===== src/rtl/susu_pkg.sv =====
package susu_pkg;

	localparam int unsigned DefCapacity = 256;

	typedef enum logic [2:0] {
		OP_INSERT   = 3'd0,
		OP_REMOVE   = 3'd1,
		OP_CONTAINS = 3'd2,
		OP_READ     = 3'd3,
		OP_CLEAR    = 3'd4
	} op_t;

	typedef enum logic [2:0] {
		ST_OK      = 3'd0,
		ST_DUP     = 3'd1,
		ST_FULL    = 3'd2,
		ST_MISSING = 3'd3,
		ST_BADIDX  = 3'd4
	} status_t;

	typedef struct packed {
		logic load;
		logic search_step;
		logic rd_issue;
		logic shift_up;
		logic shift_dn;
		logic write_val;
		logic cnt_inc;
		logic cnt_dec;
		logic cnt_clr;
		logic capture;
	} susu_cmd_t;

	typedef struct packed {
		logic search_done;
		logic hit;
		logic full;
		logic shift_done;
		logic idx_ok;
		logic rd_pend;
	} susu_sts_t;

endpackage


===== src/rtl/susu_ctrl.sv =====
module susu_ctrl (
	input  logic                clk,
	input  logic                arst_n,
	input  logic                in_valid,
	output logic                in_ready,
	input  logic [2:0]          in_op,
	output logic                out_valid,
	input  logic                out_ready,
	output susu_pkg::susu_cmd_t cmd,
	input  susu_pkg::susu_sts_t sts
);
	import susu_pkg::*;

	typedef enum logic [6:0] {
		S_IDLE  = 7'b0000001,
		S_SRCH  = 7'b0000010,
		S_SWAIT = 7'b0000100,
		S_DEC   = 7'b0001000,
		S_SHIFT = 7'b0010000,
		S_RD    = 7'b0100000,
		S_OUT   = 7'b1000000
	} state_t;

	state_t state_q, state_d;
	logic [2:0] op_q;
	logic       sh_up_q;

	assign in_ready = (state_q == S_IDLE);
	assign out_valid = (state_q == S_OUT);

	always_comb begin
		state_d = state_q;
		cmd = '0;
		case (state_q)
			S_IDLE: if (in_valid) begin
				cmd.load = 1'b1;
				case (in_op)
					OP_INSERT, OP_REMOVE, OP_CONTAINS: state_d = S_SRCH;
					OP_READ: state_d = S_RD;
					default: state_d = S_DEC;
				endcase
			end
			S_SRCH: begin
				if (sts.search_done)
					state_d = S_DEC;
				else begin
					cmd.search_step = 1'b1;
					cmd.rd_issue = 1'b1;
					state_d = S_SWAIT;
				end
			end
			S_SWAIT: begin
				cmd.search_step = 1'b1;
				state_d = S_SRCH;
			end
			S_DEC: begin
				cmd.capture = 1'b1;
				state_d = S_OUT;
				if (op_q == OP_CLEAR)
					cmd.cnt_clr = 1'b1;
				else if (op_q == OP_INSERT && !sts.hit && !sts.full)
					state_d = S_SHIFT;
				else if (op_q == OP_REMOVE && sts.hit)
					state_d = S_SHIFT;
			end
			S_SHIFT: begin
				cmd.shift_up = sh_up_q;
				cmd.shift_dn = !sh_up_q;
				if (sts.shift_done) begin
					if (sh_up_q) begin
						cmd.write_val = 1'b1;
						cmd.cnt_inc = 1'b1;
					end else
						cmd.cnt_dec = 1'b1;
					state_d = S_OUT;
				end else if (!sts.rd_pend)
					cmd.rd_issue = 1'b1;
			end
			S_RD: begin
				cmd.rd_issue = 1'b1;
				state_d = S_DEC;
			end
			S_OUT: if (out_ready)
				state_d = S_IDLE;
			default: state_d = S_IDLE;
		endcase
	end

	always_ff @(posedge clk or negedge arst_n) begin
		if (!arst_n) begin
			state_q <= S_IDLE;
			op_q <= OP_CONTAINS;
			sh_up_q <= 1'b0;
		end else begin
			state_q <= state_d;
			if (cmd.load)
				op_q <= in_op;
			sh_up_q <= (op_q == OP_INSERT);
		end
	end

endmodule


===== config.mk =====
export PLATFORM = sky130hd
export DESIGN_NAME = susu_ctrl
export DESIGN_NICKNAME = d
export VERILOG_FILES = /design/src/rtl/susu_pkg.sv /design/src/rtl/susu_ctrl.sv
export SDC_FILE = /design/constraint.sdc
export NUM_CORES = 1
export LEC_CHECK = 0
export BUFFER_PORTS_ARGS = -buffer_cell sky130_fd_sc_hd__buf_2
export CAP_MARGIN = 20
export CORE_MARGIN = 4
export CORE_UTILIZATION = 35
export DETAILED_ROUTE_END_ITERATION = 12
export PLACE_DENSITY_LB_ADDON = 0.08
export SKIP_LAST_GASP = 1
export SLEW_MARGIN = 20
export SYNTH_ARGS = -nofsm -noshare
export SYNTH_HDL_FRONTEND = slang
export SYNTH_SLANG_ARGS = --single-unit

===== constraint.sdc =====
create_clock -name clk -period 1.7 [get_ports clk]
set_input_delay 0 -clock clk [delete_from_list [all_inputs] [get_ports clk]]
set_output_delay 0 -clock clk [all_outputs]
set_load 0.05 [all_outputs]

==> summary.txt <==
Power and ir drop
  • Pwr dens: 1610 mW/mm^2
  • Leak: 0.616 nW
  • Max IR drop VDD: 1.12 mV

Worst setup path
  • R2r startpoint: state_q[5]
  • Crit path max fanout: 2
  • Crit path required time: 1.70 ns
  • Crit path launch: state_q[5]
  • Slowest CP cell: or4_4
  • Startpoint Class: flip-flop
  • Crit-path cells: or2_1 > or4_4 > or2_4 > o32ai_4 > buf_6
  • CP Capture Type: output pin
  • Worst EP arrival: 1.97 ns
  • Slowest Stage Delay on Critical Path: 0.42 ns
  • Critical Setup Path Class: reg2out

Route
  • # DRC: 0
  • Routed len/inst: 13.5 um
  • Initial DRC Count: 14
  • DR vias: 794
  • Routed wl met3: 72 um
  • Initial DRT Pass Iterations: 4
  • Routed WL: 2.10 mm
  • WL met1: 934 um
  • Vias per inst: 5.09
  • Antenna viol nets, final: 0
  • Met2 wire length: 1.09 mm
  • Highest routed layer: met4

Yosys
  • Ys Warns: 0
  • Post-synth EDFFs: 0
  • Async set or reset register ratio after synthesis: 1.00
  • Yosys cell types: 36
  • Post-synthesis instance total: 79
  • Post-synthesis sequential area ratio: 0.383
  • Largest area contributor in the netlist: dfrtp_1
  • Synth Register Bits: 11
  • Synth top area share: 0.311
  • Avg Cell Area, Syn: 9.17 sq um
  • Most used DFF post-synth: dfrtp_1
  • Largest cells by area after synthesis: dfrtp_1 31%, dfstp_2 7.3%, mux2_4 6.2%
  • Syn nets: 92
  • Mapped cell area: 724 sq um

Global route
  • Antenna violations before repair: 0
  • Pin count of the biggest net entering global routing: 12
  • Total track usage: 0.153
  • First-pass GRT wire length: 3.15 mm
  • Vias in the first global route: 713
  • Total grt overflow: 0

Clock network
  • CTS Buffer Depth: 2
  • Clk sink count: 11
  • Worst-Skew Late Latency: 0.26 ns
  • CTS tree: built
  • H-tree levels: 1
  • Cts bufs inserted: 3
  • Clk root buf: clkbuf_4
  • Clk slew on worst S/H paths: 0.08 ns

Job
  • Max_cap viols: 0

Floorplan
  • Row count: 16
  • Die area: 0.00286 sq mm
  • Die width: 53.5 um
  • Starting Density: 0.369
  • Core area: 0.00196 sq mm
  • I/O pin cnt: 25
  • Die Ht: 53.5 um

Cells and area
  • Layout fillers: 179
  • Area grow syn2layout: 83.2%
  • Share of cells above drive strength 1: 0.597
  • Area of the multi-input gates: 537 sq um
  • Register area: 278 sq um
  • Ant. Diodes: 0
  • Final #Nets: 143

Hold path
  • Worst hold path class: in2reg
  • HP Start: out_ready

STA
  • Period utilization: 1.16
  • Fin Clk Skew: 0.00583 ns
  • RSZ-0062 raised after global routing: true
  • Period minus WS final: 1.97 ns
  • Relative slew margins: 0.679
  • Max Fclk: 0.507 GHz
  • Setup-failing EPs final: 15
  • Slew Limit Fails: 0
  • Final worst slack: -0.273 ns
  • Final Hold Vio Count: 0
  • Slew @ Worst Pin: 0.477 ns
  • Worst hold slack: 0.00535 ns

Placed design
  • # port buffers: 23
  • Detailed Place HPWL: 1.52 mm
  • Place WS: -0.106 ns
  • Routability congestion estimate: 0.791

Run status
  • Outcome: finished, violations left
  • Failing checks: setup timing
cells in the final DEF, fill, tap and decap left out, types with 3 or more instances in the layout:
| cell | count |
|---|---|
| inv_1 | 3 |
| buf_4 | 16 |
| mux2_4 | 3 |
| dlygate4sd3_1 | 5 |
| buf_8 | 5 |
| nand2_1 | 4 |
| nor2_4 | 3 |
| buf_6 | 12 |
| nor2_1 | 6 |
| buf_2 | 11 |
| dfrtp_1 | 9 |
| clkbuf_4 | 3 |
| nand2b_1 | 3 |
critical path, delay by kind of cell, from the launching register on:
kind                   cells  cell delay [ns]
and+or+nand+nor            3             0.91
buffers and inverters      1             0.19
DFF                        1             0.40
AOI/OAI and AO/OA          1             0.21
final cells by class:
class,count,share of cell area
timing repair buffer,49,0.328
sequential,11,0.209
tap,27,0.0254
inverter,4,0.0132
multi-input combinational,61,0.404
clock buffer,4,0.0198
metrics by stage:
stage / setup TNS, ns / util / total power [mW] / instance area [sq um] / std cells
2_1_floorplan: -0.430 / - / 1.19 / 766 / 79
3_3_place_gp: -0.295 / 0.516 / 1.52 / 1010 / 142
3_5_place_dp: -0.507 / 0.516 / 1.54 / 1010 / 142
4_1_cts: -2.25 / 0.619 / 1.93 / 1210 / 154
5_1_grt: -3.09 / 0.677 / 2.26 / 1330 / 156
6_report: -2.02 / 0.677 / 2.14 / 1330 / 156
cells in the mapped netlist (all sizes together), types with 3 or more instances:
cell type,n
nor3,4
nor2,10
nand3,3
nand2,6
nand2b,3
inv,4
mux2,3
a21oi,3
dfrtp,9
nor4,3
kinds of logic (layout without fill, tap and decap cells):
family,count (synthesis),count (layout),synth area share
XOR/XNOR,1,1,0.0121
multiplexers,3,3,0.0622
buffers and inverters,7,57,0.0518
flip-flops,11,11,0.383
AO/OA/AOI/OAI,14,14,0.149
AND/OR/NAND/NOR,43,43,0.342
per-layer routing:
layer	up-vias	GRT usage
met1	386	0.215
met2	14	0.239
met4	0	0.0255
met5	-	0
li1	392	-
met3	2	0.0338
report_power, final:
group | switching, mW | total, mW | leakage, nW | internal, mW
logic | 0.710 | 1.50 | 0.461 | 0.787
registers | 0.0960 | 0.465 | 0.140 | 0.369
clock network | 0.0870 | 0.177 | 0.0150 | 0.0905
total | 0.893 | 2.14 | 0.616 | 1.25
registers in the layout, indices dropped and copies added (netlist names):
signal	flops
state_q	7
op_q	3
sh_up_q	1
what timing repair did:
item / 4_1_cts / 5_1_grt
endpoints found under the hold margin: 15 / 0
cloned: 0 / 0
endpoints found under the setup margin: 17 / 20
pin swaps: 2 / 9
gates resized for setup: 32 / 22
hold buffers: 5 / 0
buffers inserted: 3 / 3
final timing paths:
kind | endpoint | cells after the start | slack (ns)
setup reg to reg | state_q[6] | 5 | -0.05
setup / recovery | cmd[7] | 5 | -0.27
hold / removal | state_q[6] | 3 | 0.005
min in group asynchronous | state_q[5] | 2 | 0.13
max in group asynchronous | op_q[1] | 2 | 1.29
hold reg to reg | sh_up_q | 1 | 0.50
No activity file was read; power rests on OpenSTA's default activity.
